`config.mk`:
```
export PLATFORM = sky130hd
export DESIGN_NAME = pdf_literal_string_unescape
export DESIGN_NICKNAME = d
export VERILOG_FILES = /design/src/design/pdfls_pkg.sv /design/src/design/pdfls_decode.sv /design/src/design/pdf_literal_string_unescape.sv
export SDC_FILE = /design/constraint.sdc
export NUM_CORES = 1
export LEC_CHECK = 0
export BUFFER_PORTS_ARGS = -buffer_cell sky130_fd_sc_hd__buf_2
export CORE_ASPECT_RATIO = 0.7
export CORE_MARGIN = 2
export CORE_UTILIZATION = 55
export DETAILED_ROUTE_END_ITERATION = 8
export PLACE_DENSITY = 0.72
export SLEW_MARGIN = 20
export SYNTH_ARGS = -nofsm -noshare
export SYNTH_HDL_FRONTEND = slang
export SYNTH_SLANG_ARGS = --single-unit
```
`constraint.sdc`:
```
create_clock -name clk -period 18.19 [get_ports clk]
set_clock_uncertainty 0.15 [all_clocks]
set_input_delay 5.457 -clock clk [delete_from_list [all_inputs] [get_ports clk]]
set_output_delay 5.457 -clock clk [all_outputs]
set_load 0.02 [all_outputs]
```
`src/design/pdfls_pkg.sv`:
```
// Shared types and constants for the PDF literal string unescape block.
package pdfls_pkg;

    localparam int COUNT_BITS = 16;
    localparam int MAX_RES    = 3;
    localparam logic [COUNT_BITS-1:0] CNT_MAX = {COUNT_BITS{1'b1}};

    localparam logic [7:0] CHR_LF     = 8'o012;
    localparam logic [7:0] CHR_CR     = 8'o015;
    localparam logic [7:0] CHR_TAB    = 8'o011;
    localparam logic [7:0] CHR_BS     = 8'o010;
    localparam logic [7:0] CHR_FF     = 8'o014;
    localparam logic [7:0] CHR_LPAREN = 8'h28;
    localparam logic [7:0] CHR_RPAREN = 8'h29;
    localparam logic [7:0] CHR_BSLASH = 8'h5C;
    localparam logic [7:0] CHR_N      = 8'h6E;
    localparam logic [7:0] CHR_R      = 8'h72;
    localparam logic [7:0] CHR_T      = 8'h74;
    localparam logic [7:0] CHR_B      = 8'h62;
    localparam logic [7:0] CHR_F      = 8'h66;
    localparam logic [7:0] CHR_ZERO   = 8'h30;
    localparam logic [7:0] CHR_SEVEN  = 8'h37;

    localparam logic [7:0] DEPTH_MAX  = 8'hFF;

    typedef struct packed {
        logic [7:0] in_byte;
        logic       end_of_data;
    } in_t;

    typedef struct packed {
        logic [7:0]  out_byte;
        logic        is_end;
        logic [15:0] decoded_length;
        logic        last;
    } out_t;

    typedef struct packed {
        logic [7:0]            paren_depth;
        logic                  escape_pending;
        logic                  skip_linefeed;
        logic [1:0]            octal_digits_seen;
        logic [7:0]            octal_value;
        logic [COUNT_BITS-1:0] byte_count;
    } state_t;

    localparam state_t STATE_RESET = '{
        paren_depth:       8'd1,
        escape_pending:    1'b0,
        skip_linefeed:     1'b0,
        octal_digits_seen: 2'd0,
        octal_value:       8'd0,
        byte_count:        '0
    };

    // Length reported on the end result, clipped to 16 bits.
    function automatic logic [15:0] clip_len(input logic [COUNT_BITS-1:0] cnt);
        logic [COUNT_BITS+15:0] wide;
        wide = {16'd0, cnt};
        if (wide > (COUNT_BITS+16)'(17'h0FFFF))
            clip_len = 16'hFFFF;
        else
            clip_len = wide[15:0];
    endfunction

    function automatic logic is_octal(input logic [7:0] c);
        is_octal = (c >= CHR_ZERO) && (c <= CHR_SEVEN);
    endfunction

endpackage

```
`src/design/pdfls_decode.sv`:
```
// Per-byte decode: current state and one raw byte in, up to three results out.
module pdfls_decode (
    input  pdfls_pkg::state_t st_cur,
    input  pdfls_pkg::in_t    in_item,
    output pdfls_pkg::state_t st_next,
    output pdfls_pkg::out_t   res [pdfls_pkg::MAX_RES],
    output logic [1:0]        res_n
);

    always_comb
    begin
        pdfls_pkg::state_t st;
        logic [7:0] c;
        logic       closed;
        logic       used;
        logic [1:0] n;

        st     = st_cur;
        c      = in_item.in_byte;
        closed = 1'b0;
        used   = 1'b0;
        n      = 2'd0;
        for (int i = 0; i < pdfls_pkg::MAX_RES; i++)
            res[i] = '0;

        // octal escape in progress
        if (st.octal_digits_seen != 2'd0)
        begin
            if (pdfls_pkg::is_octal(c))
            begin
                st.octal_value       = {st.octal_value[4:0], c[2:0]};
                st.octal_digits_seen = st.octal_digits_seen + 2'd1;
                if (st.octal_digits_seen == 2'd3)
                begin
                    res[n].out_byte = st.octal_value;
                    n = n + 2'd1;
                    if (st.byte_count != pdfls_pkg::CNT_MAX)
                        st.byte_count = st.byte_count + 1'b1;
                    st.octal_digits_seen = 2'd0;
                    st.octal_value       = 8'd0;
                end
                used = 1'b1;
            end
            else
            begin
                res[n].out_byte = st.octal_value;
                n = n + 2'd1;
                if (st.byte_count != pdfls_pkg::CNT_MAX)
                    st.byte_count = st.byte_count + 1'b1;
                st.octal_digits_seen = 2'd0;
                st.octal_value       = 8'd0;
            end
        end

        // LF right after a CR
        if (!used && st.skip_linefeed)
        begin
            st.skip_linefeed = 1'b0;
            if (c == pdfls_pkg::CHR_LF)
                used = 1'b1;
        end

        // byte after a backslash
        if (!used && st.escape_pending)
        begin
            logic       emit;
            logic [7:0] b;
            emit = 1'b1;
            b    = c;
            st.escape_pending = 1'b0;
            used = 1'b1;
            case (c)
                pdfls_pkg::CHR_CR:
                begin
                    st.skip_linefeed = 1'b1;
                    emit = 1'b0;
                end
                pdfls_pkg::CHR_LF: emit = 1'b0;
                pdfls_pkg::CHR_N:  b = pdfls_pkg::CHR_LF;
                pdfls_pkg::CHR_R:  b = pdfls_pkg::CHR_CR;
                pdfls_pkg::CHR_T:  b = pdfls_pkg::CHR_TAB;
                pdfls_pkg::CHR_B:  b = pdfls_pkg::CHR_BS;
                pdfls_pkg::CHR_F:  b = pdfls_pkg::CHR_FF;
                default:
                begin
                    if (pdfls_pkg::is_octal(c))
                    begin
                        st.octal_value       = {5'd0, c[2:0]};
                        st.octal_digits_seen = 2'd1;
                        emit = 1'b0;
                    end
                end
            endcase
            if (emit)
            begin
                res[n].out_byte = b;
                n = n + 2'd1;
                if (st.byte_count != pdfls_pkg::CNT_MAX)
                    st.byte_count = st.byte_count + 1'b1;
            end
        end

        // plain byte
        if (!used)
        begin
            logic       emit;
            logic [7:0] b;
            emit = 1'b1;
            b    = c;
            case (c)
                pdfls_pkg::CHR_CR:
                begin
                    b = pdfls_pkg::CHR_LF;
                    st.skip_linefeed = 1'b1;
                end
                pdfls_pkg::CHR_LPAREN:
                begin
                    if (st.paren_depth != pdfls_pkg::DEPTH_MAX)
                        st.paren_depth = st.paren_depth + 8'd1;
                end
                pdfls_pkg::CHR_RPAREN:
                begin
                    if (st.paren_depth <= 8'd1)
                    begin
                        closed = 1'b1;
                        emit   = 1'b0;
                    end
                    else
                        st.paren_depth = st.paren_depth - 8'd1;
                end
                pdfls_pkg::CHR_BSLASH:
                begin
                    st.escape_pending = 1'b1;
                    emit = 1'b0;
                end
                default: emit = 1'b1;
            endcase
            if (emit)
            begin
                res[n].out_byte = b;
                n = n + 2'd1;
                if (st.byte_count != pdfls_pkg::CNT_MAX)
                    st.byte_count = st.byte_count + 1'b1;
            end
        end

        // data ran out: flush a pending octal byte, then close
        if (!closed && in_item.end_of_data)
        begin
            if (st.octal_digits_seen != 2'd0)
            begin
                res[n].out_byte = st.octal_value;
                n = n + 2'd1;
                if (st.byte_count != pdfls_pkg::CNT_MAX)
                    st.byte_count = st.byte_count + 1'b1;
            end
            closed = 1'b1;
        end

        if (closed)
        begin
            res[n].is_end         = 1'b1;
            res[n].decoded_length = pdfls_pkg::clip_len(st.byte_count);
            n  = n + 2'd1;
            st = pdfls_pkg::STATE_RESET;
        end

        for (int i = 0; i < pdfls_pkg::MAX_RES; i++)
            if (n != 2'd0 && 2'(i) == n - 2'd1)
                res[i].last = 1'b1;

        st_next = st;
        res_n   = n;
    end

endmodule

```
`src/design/pdf_literal_string_unescape.sv`:
```
// Top level of the PDF literal string unescape block.
//
// Usage:
//   in_*  : one raw byte of a literal string body per transaction (the bytes
//           after the opening parenthesis), with end_of_data on the last
//           available byte.
//   out_* : decoded bytes, then one end transaction (is_end = 1) carrying the
//           decoded length. last marks the final result caused by one input.
// Each input byte is decoded in the cycle it is accepted into a group
// register of up to three results; the group drains one result per cycle
// into the output register while out_stall is low. A byte's first output
// passes the group register, then the output register. Throughput: one
// input byte per cycle while each yields at most one result and out_stall
// is low; a byte with more results stalls the input until they drain.
// The input is taken while a result waits stalled in the output register,
// as long as the group register is free or empties this cycle.
// Reset clears the decode state (depth 1, no escape pending, count 0) and
// both the group and output valid flags. A stall on the output holds the
// output transaction stable and backs up into in_stall.
module pdf_literal_string_unescape (
    input  logic             clk,
    input  logic             rst_n,
    input  logic             in_valid,
    output logic             in_stall,
    input  pdfls_pkg::in_t   in_data,
    output logic             out_valid,
    input  logic             out_stall,
    output pdfls_pkg::out_t  out_data
);

    pdfls_pkg::state_t st_reg;
    pdfls_pkg::state_t st_next;
    pdfls_pkg::out_t   dec_res [pdfls_pkg::MAX_RES];
    logic [1:0]        dec_n;

    pdfls_pkg::out_t   grp_reg [pdfls_pkg::MAX_RES];
    logic [1:0]        grp_cnt_reg;
    logic [1:0]        grp_idx_reg;

    pdfls_pkg::out_t   out_reg;
    logic              out_valid_reg;

    logic out_take;
    logic out_load;
    logic grp_free;
    logic in_accept;

    pdfls_decode u_decode (
        .st_cur  (st_reg),
        .in_item (in_data),
        .st_next (st_next),
        .res     (dec_res),
        .res_n   (dec_n)
    );

    // output register moves on when empty or when its transaction is taken
    assign out_take  = out_valid_reg && !out_stall;
    assign out_load  = (grp_cnt_reg != 2'd0) && (!out_valid_reg || out_take);
    // group register frees up when its last pending result moves out
    assign grp_free  = (grp_cnt_reg == 2'd0) || ((grp_cnt_reg == 2'd1) && out_load);
    assign in_stall  = !grp_free;
    assign in_accept = in_valid && grp_free;

    // decode state
    always_ff @(posedge clk or negedge rst_n)
    begin
        if (!rst_n)
            st_reg <= pdfls_pkg::STATE_RESET;
        else if (in_accept)
            st_reg <= st_next;
    end

    // group control
    always_ff @(posedge clk or negedge rst_n)
    begin
        if (!rst_n)
        begin
            grp_cnt_reg <= 2'd0;
            grp_idx_reg <= 2'd0;
        end
        else if (in_accept)
        begin
            grp_cnt_reg <= dec_n;
            grp_idx_reg <= 2'd0;
        end
        else if (out_load)
        begin
            grp_cnt_reg <= grp_cnt_reg - 2'd1;
            grp_idx_reg <= grp_idx_reg + 2'd1;
        end
    end

    // group payload
    always_ff @(posedge clk)
    begin
        if (in_accept)
            grp_reg <= dec_res;
    end

    // output register
    always_ff @(posedge clk or negedge rst_n)
    begin
        if (!rst_n)
            out_valid_reg <= 1'b0;
        else if (out_load)
            out_valid_reg <= 1'b1;
        else if (out_take)
            out_valid_reg <= 1'b0;
    end

    always_ff @(posedge clk)
    begin
        if (out_load)
            out_reg <= grp_reg[grp_idx_reg];
    end

    assign out_valid = out_valid_reg;
    assign out_data  = out_reg;

    // an end result returns the decoder to its reset state
    a_end_resets_state: assert property (@(posedge clk) disable iff (!rst_n)
        in_accept && dec_n != 2'd0 && dec_res[dec_n - 2'd1].is_end
        |=> st_reg.paren_depth == 8'd1 && st_reg.byte_count == '0
            && !st_reg.escape_pending && st_reg.octal_digits_seen == 2'd0)
        else $error("state not cleared after end of string");

    // the final result of a group carries last
    a_last_on_final: assert property (@(posedge clk) disable iff (!rst_n)
        out_load && grp_cnt_reg == 2'd1 |=> out_reg.last)
        else $error("final result of a group lacks last");

    a_no_early_last: assert property (@(posedge clk) disable iff (!rst_n)
        out_load && grp_cnt_reg > 2'd1 |=> !out_reg.last)
        else $error("last set before the final result of a group");

    // the end result carries no byte
    a_end_zero_byte: assert property (@(posedge clk) disable iff (!rst_n)
        out_valid_reg && out_reg.is_end |-> out_reg.out_byte == 8'd0)
        else $error("end result carries a byte");

    // octal collection never rests at three digits
    a_octal_bound: assert property (@(posedge clk) disable iff (!rst_n)
        st_reg.octal_digits_seen != 2'd3)
        else $error("octal digit count reached three without flush");

endmodule
```
# --- Word level (Yosys, flattened, before mapping) ---
# Cells that the tools add are included.
word_totals:
  register_bits: 145
  latchBits: 0
  ramBits: 0
  romBits: 0
  memories: 0
classes:
  add_sub_neg: 14
  n_mul: 0
  div: 0
  order_cmp: 12
  n_eq_ne: 22
  shift: 0
  mux: 88
  n_bitwise: 5
  n_reduce_logical: 36
op_table:
  columns: ["op", "n"]
  rows:
  - ["$mux 78", 7]
  - ["$bwmux 78", 5]
  - ["$demux 26 s2", 5]
  - ["$mux 26", 8]
  - ["$mux 16", 10]
  - ["$add 16x1->16 const B", 4]
  - ["$mux 8", 8]
  - ["$ne 16x16->1 const B", 4]
  - ["$bmux 26 s2", 1]
  - ["$eq 8x7->1 const B", 6]
  - ["$pmux 8 s5", 1]
  - ["$mux 36", 1]
  - ["$mux 10", 3]
  - ["$mux 28", 1]
  - ["$mux 2", 12]
  - ["$mux 1", 21]
  - ["$mux 18", 1]
  - ["$mux 17", 1]
  - ["$eq 8x4->1 const B", 2]
  - ["$eq 8x6->1 const B", 2]
  - ["$pmux 8 s2", 1]
  - ["$ge 3x3->1 const B", 5]
  - ["$logic_and 1x1->1", 15]
  - ["$not 2->3", 5]
  - ["26 further kinds", 48]

# --- Longest topological paths before layout ---
logic_depth:
  depth_word: 26
  mapped_depth: 25

# --- Modules after synthesis ---
# From an unflattened synthesis, not the netlist that was laid out.
hier_totals:
  cells_unflattened: 1043
  hier_area_um2: 10119.7
by_module_without_submodules:
  columns: ["mod", "instances", "cells_each", "area_each_um2", "seq_area_each_um2"]
  rows:
  - ["pdf_literal_string_unescape", 1, 295, 5325.1, 4150.2]
  - ["pdfls_decode", 1, 748, 4794.6, 0.0]

# --- Worst setup path after synthesis ---
# Ideal clock, no wire load.
synth_timing:
  kind: "input to output"
  from: "input port out_stall"
  to: "output port in_stall"
  arrival_ns: 5.902
  setup_slack_ns: 6.681
  path_stages: 2
  path_buffers: 0
  path_cell_list: "nand2_1 -> a21oi_1"
synth_between:
  elab_chain_len: 7
synth_lines:
  columns: ["element", "line", "source"]
  rows:
  - ["from (decl)", "pdf_literal_string_unescape.sv:27", "input logic out_stall,"]
  - ["$logic_not 1->1", "pdf_literal_string_unescape.sv:57", "assign out_take = out_valid_reg && !out_stall;"]
  - ["$logic_and 1x1->1", "pdf_literal_string_unescape.sv:57", null]
  - ["$logic_or 1x1->1", "pdf_literal_string_unescape.sv:58", "assign out_load = (grp_cnt_reg != 2'd0) && (!out_valid_reg || out_take);"]
  - ["$logic_and 1x1->1", "pdf_literal_string_unescape.sv:58", null]
  - ["$logic_and 1x1->1", "pdf_literal_string_unescape.sv:60", "assign grp_free = (grp_cnt_reg == 2'd0) || ((grp_cnt_reg == 2'd1) && out_load);"]
  - ["$logic_or 1x1->1", "pdf_literal_string_unescape.sv:60", null]
  - ["$logic_not 1->1", "pdf_literal_string_unescape.sv:61", "assign in_stall = !grp_free;"]
  - ["to (decl)", "pdf_literal_string_unescape.sv:24", "output logic in_stall,"]
# Every way passes these cells.

# --- Worst setup path after layout ---
layout_timing:
  from: "input port in_data[5] (netlist bit)"
  to: "register grp_reg[56] (netlist bit) (data pin)"
layout_between:
  elab_chain_len: 23
  word_cells_on_any_way: 91
  cone_classes: "6 x add/sub; 4 x order compare; 12 x eq/ne; 53 x mux; 4 x bitwise; 12 x reduce/logical"
layout_lines:
  columns: ["element", "line", "source"]
  rows:
  - ["from (decl)", "pdf_literal_string_unescape.sv:25", "input pdfls_pkg::in_t in_data,"]
  - ["branches (longest 22 deep; another with $add 16x1->16)", null, null]
  - ["$mux 78 *", "pdfls_decode.sv:160", "if (closed)"]
  - ["to (signal assigned)", "pdf_literal_string_unescape.sv:97", "grp_reg <= dec_res;"]
  - ["to (decl)", "pdf_literal_string_unescape.sv:36", "pdfls_pkg::out_t grp_reg [pdfls_pkg::MAX_RES];"]
# Mark *: on every way between the ends. The select of a mux whose other input is x is not followed.
# A chain may end at the register's enable or synchronous reset.

==> results.ini <==
[global_route]
antenna_found_initial=0
grt_first_pass_wirelength_um=43800
global_route.usage.total_pct=30.2
global_route.overflow_total=0
largest_net_degree_at_the_start_of_global_routing=88
first_global_vias=7817

[final_layout]
multi_input_area_mm2=0.00532
largest_register_ffs=78
syn2layout_area_growth_pct=9.33
num-nets-final=1103
final_core_util_pct=61.9
fillCellCount=1435
insertedDiodeCount=0
mostFrequentLayoutCell=sky130_fd_sc_hd__nand2_1
drive_above_1_share_pct=12.0
area_of_all_sequential_standard_cells_mm2=0.00415
layout_common_cells=sky130_fd_sc_hd__nand2_1, sky130_fd_sc_hd__edfxtp_1, sky130_fd_sc_hd__nor2_1, sky130_fd_sc_hd__o21ai_0, sky130_fd_sc_hd__mux2i_1

[timing]
setup-violations-final=0
rsz0062_at_grt=no
final_min_period_over_clock_period_pct=67.1
max_slew_margin_pct=28.4
final-max-slew-violation-count=0
finalSetupTns_ns=0
setup_ws_ns=5.99
final_hold_viol_count=0
tightestPinTransition_ns=1.07
max_freq_mhz=82.0
period_needed_ns=12.20

[critical_path]
start_kind=input pin
reg2reg_slack_ns=10.66
worst_ep_required_time_ns=18.19
worstReg2RegStart=st_reg[0]
element_type_at_the_critical_path_end=register
cp_max_fo=25
worstPathArrival_ns=12.20
crit_start=in_data[5]
critPathKind=in2reg

[clock_network]
cts-root-to-sink-buffers=2
clk_latency_ns=0.43
clk_root_buffer_cell=sky130_fd_sc_hd__clkbuf_16
cts-resized-gates=0
cts.repair_timing.setup_buffer_count=0
cts_buffers=17
clk_transition_reported_paths_ns=0.06
clock_sinks=145
clock_tree_from_tritoncts=built
cts_hold_buf=0
clock_tree.htree_level_count=4

[floorplan]
die_w_um=164
fp-row-count=40
floorplan.initialDensity_pct=56.6
core_area_mm2=0.0173
floorplan.die.height_um=116
top_level_ports=41
fp.dieArea_mm2=0.0189

[synthesis]
synth-seq-cells=145
synthFlopType=sky130_fd_sc_hd__edfxtp_1
synth_cell_types=88
post_synth_inst_count=1055
synth_area_mm2=0.00980
synthesis.yosys.warnings=0
yosysSeqAreaShare_pct=42.3
synth-edff-count=104
synthTopCellsByArea=sky130_fd_sc_hd__edfxtp_1, sky130_fd_sc_hd__dfrtp_1, sky130_fd_sc_hd__mux2i_1
cell_accounting_for_the_most_synthesized_area=sky130_fd_sc_hd__edfxtp_1
post_synthesis_net_count=1087
synth_top_area_share_pct=31.9
synth-async-reset-ratio_pct=28.3
synth_area_per_cell_um2=9.29

[route]
post_drt_via_cell_ratio=6.54
routed-wl-met3_um=3100
met2WireLength_um=10700
wl_met1_um=13200
finalWirelength_um=27300
drc_errors=0
drt-pass1-iter-count=9
initialDrtViolationCount=1096
detail_route.wl_per_cell_um=20.8
ant_nets=0
top_layer_used=met4
detailroute.via_count=8599

[placed_design]
gpl.final_weighted_congestion=1.00
place_hpwl_um=19700
preCtsSetupSlack_ns=5.62
port-buffer-count=40

[job]
max_cap_viol_count=0

[min_path]
hold_path_class=reg2reg
hold_path.startpoint=st_reg[26]

[outcome]
run_status=finished clean

[power_and_ir_drop]
power-per-cell-area_mw_per_mm2=113
p_leak_nw=3.76
vdd.ir_drop.worst_mv=0.107
finalPower_mw=1.21

-- cell usage after synthesis (15+ instances only) --
cell / n
sky130_fd_sc_hd__a21oi_1: 42
sky130_fd_sc_hd__clkbuf_1: 32
sky130_fd_sc_hd__dfrtp_1: 40
sky130_fd_sc_hd__edfxtp_1: 104
sky130_fd_sc_hd__ha_1: 19
sky130_fd_sc_hd__inv_1: 29
sky130_fd_sc_hd__mux2i_1: 60
sky130_fd_sc_hd__nand2_1: 159
sky130_fd_sc_hd__nand3_1: 34
sky130_fd_sc_hd__nand4_1: 24
sky130_fd_sc_hd__nor2_1: 78
sky130_fd_sc_hd__nor3_1: 29
sky130_fd_sc_hd__nor4_1: 18
sky130_fd_sc_hd__o21ai_0: 75
sky130_fd_sc_hd__o22ai_1: 15
sky130_fd_sc_hd__xnor2_1: 24
-- power breakdown --
part	switching, mW	internal, mW
clock	0.158	0.183
combinational	0.253	0.110
sequential	0.0439	0.467
-- worst paths after layout --
check,to,depth (start not counted)
worst max register to register,grp_reg[56],20
worst min-delay path,st_reg[26],2
max in group asynchronous,grp_idx_reg[0],1
worst max-delay path,grp_reg[56],20
worst min register to register,st_reg[26],2
min in group asynchronous,st_reg[32],1
-- through the flow --
| step | hold WS [ns] | cells | cell area [um^2] |
|---|---|---|---|
| after detailed placement | 0.356 | 1283 | 10100 |
| after global routing | 0.394 | 1315 | 10700 |
| after global placement | 0.340 | 1283 | 10100 |
| after CTS | 0.368 | 1315 | 10700 |
| after floorplan | 0.326 | 1055 | 9800 |
| final | 0.369 | 1315 | 10700 |
-- metal layers --
metal	GRT usage, %	up-vias
li1	-	4029
met1	48.0	4075
met2	40.0	461
met3	8.59	34
met4	7.08	0
met5	0	-
-- worst max-delay path: stages --
cell	delay, ns
sky130_fd_sc_hd__buf_2	0.19
sky130_fd_sc_hd__or4b_4	0.53
sky130_fd_sc_hd__o21ai_4	0.55
sky130_fd_sc_hd__inv_2	0.25
sky130_fd_sc_hd__nand2_1	0.20
sky130_fd_sc_hd__mux2_2	0.39
sky130_fd_sc_hd__ha_1	0.23
sky130_fd_sc_hd__o21ai_1	0.23
sky130_fd_sc_hd__a211oi_2	0.16
sky130_fd_sc_hd__a21oi_1	0.36
sky130_fd_sc_hd__xnor2_1	0.23
sky130_fd_sc_hd__ha_1	0.37
sky130_fd_sc_hd__nand2_1	0.16
sky130_fd_sc_hd__nor4_1	0.35
sky130_fd_sc_hd__nand2_1	0.18
sky130_fd_sc_hd__nor4_1	0.52
sky130_fd_sc_hd__mux2i_1	0.35
sky130_fd_sc_hd__nor4_4	0.92
sky130_fd_sc_hd__a211oi_1	0.37
sky130_fd_sc_hd__mux2i_1	0.20
-- kinds of logic (layout without fill, tap and decap cells) --
group / count (synthesis) / count (layout) / share of synthesized area, %
AO/OA/AOI/OAI: 263 / 263 / 18.5
adder cells (fa/ha/maj): 19 / 19 / 2.43
flip-flops: 145 / 145 / 42.3
buffers and inverters: 84 / 113 / 3.51
multiplexers: 68 / 68 / 7.05
XOR/XNOR: 34 / 34 / 3.04
AND/OR/NAND/NOR: 442 / 442 / 23.1
-- layout make-up --
cell class / count / share of cell area [%]
Tap cell: 231 / 2.70
Clock buffer: 18 / 4.10
Multi-Input combinational cell: 826 / 49.7
Timing Repair Buffer: 49 / 2.56
Inverter: 32 / 1.13
Sequential cell: 145 / 38.7
Clock inverter: 14 / 1.11
Note: power is estimated with default switching activity, not from simulation.
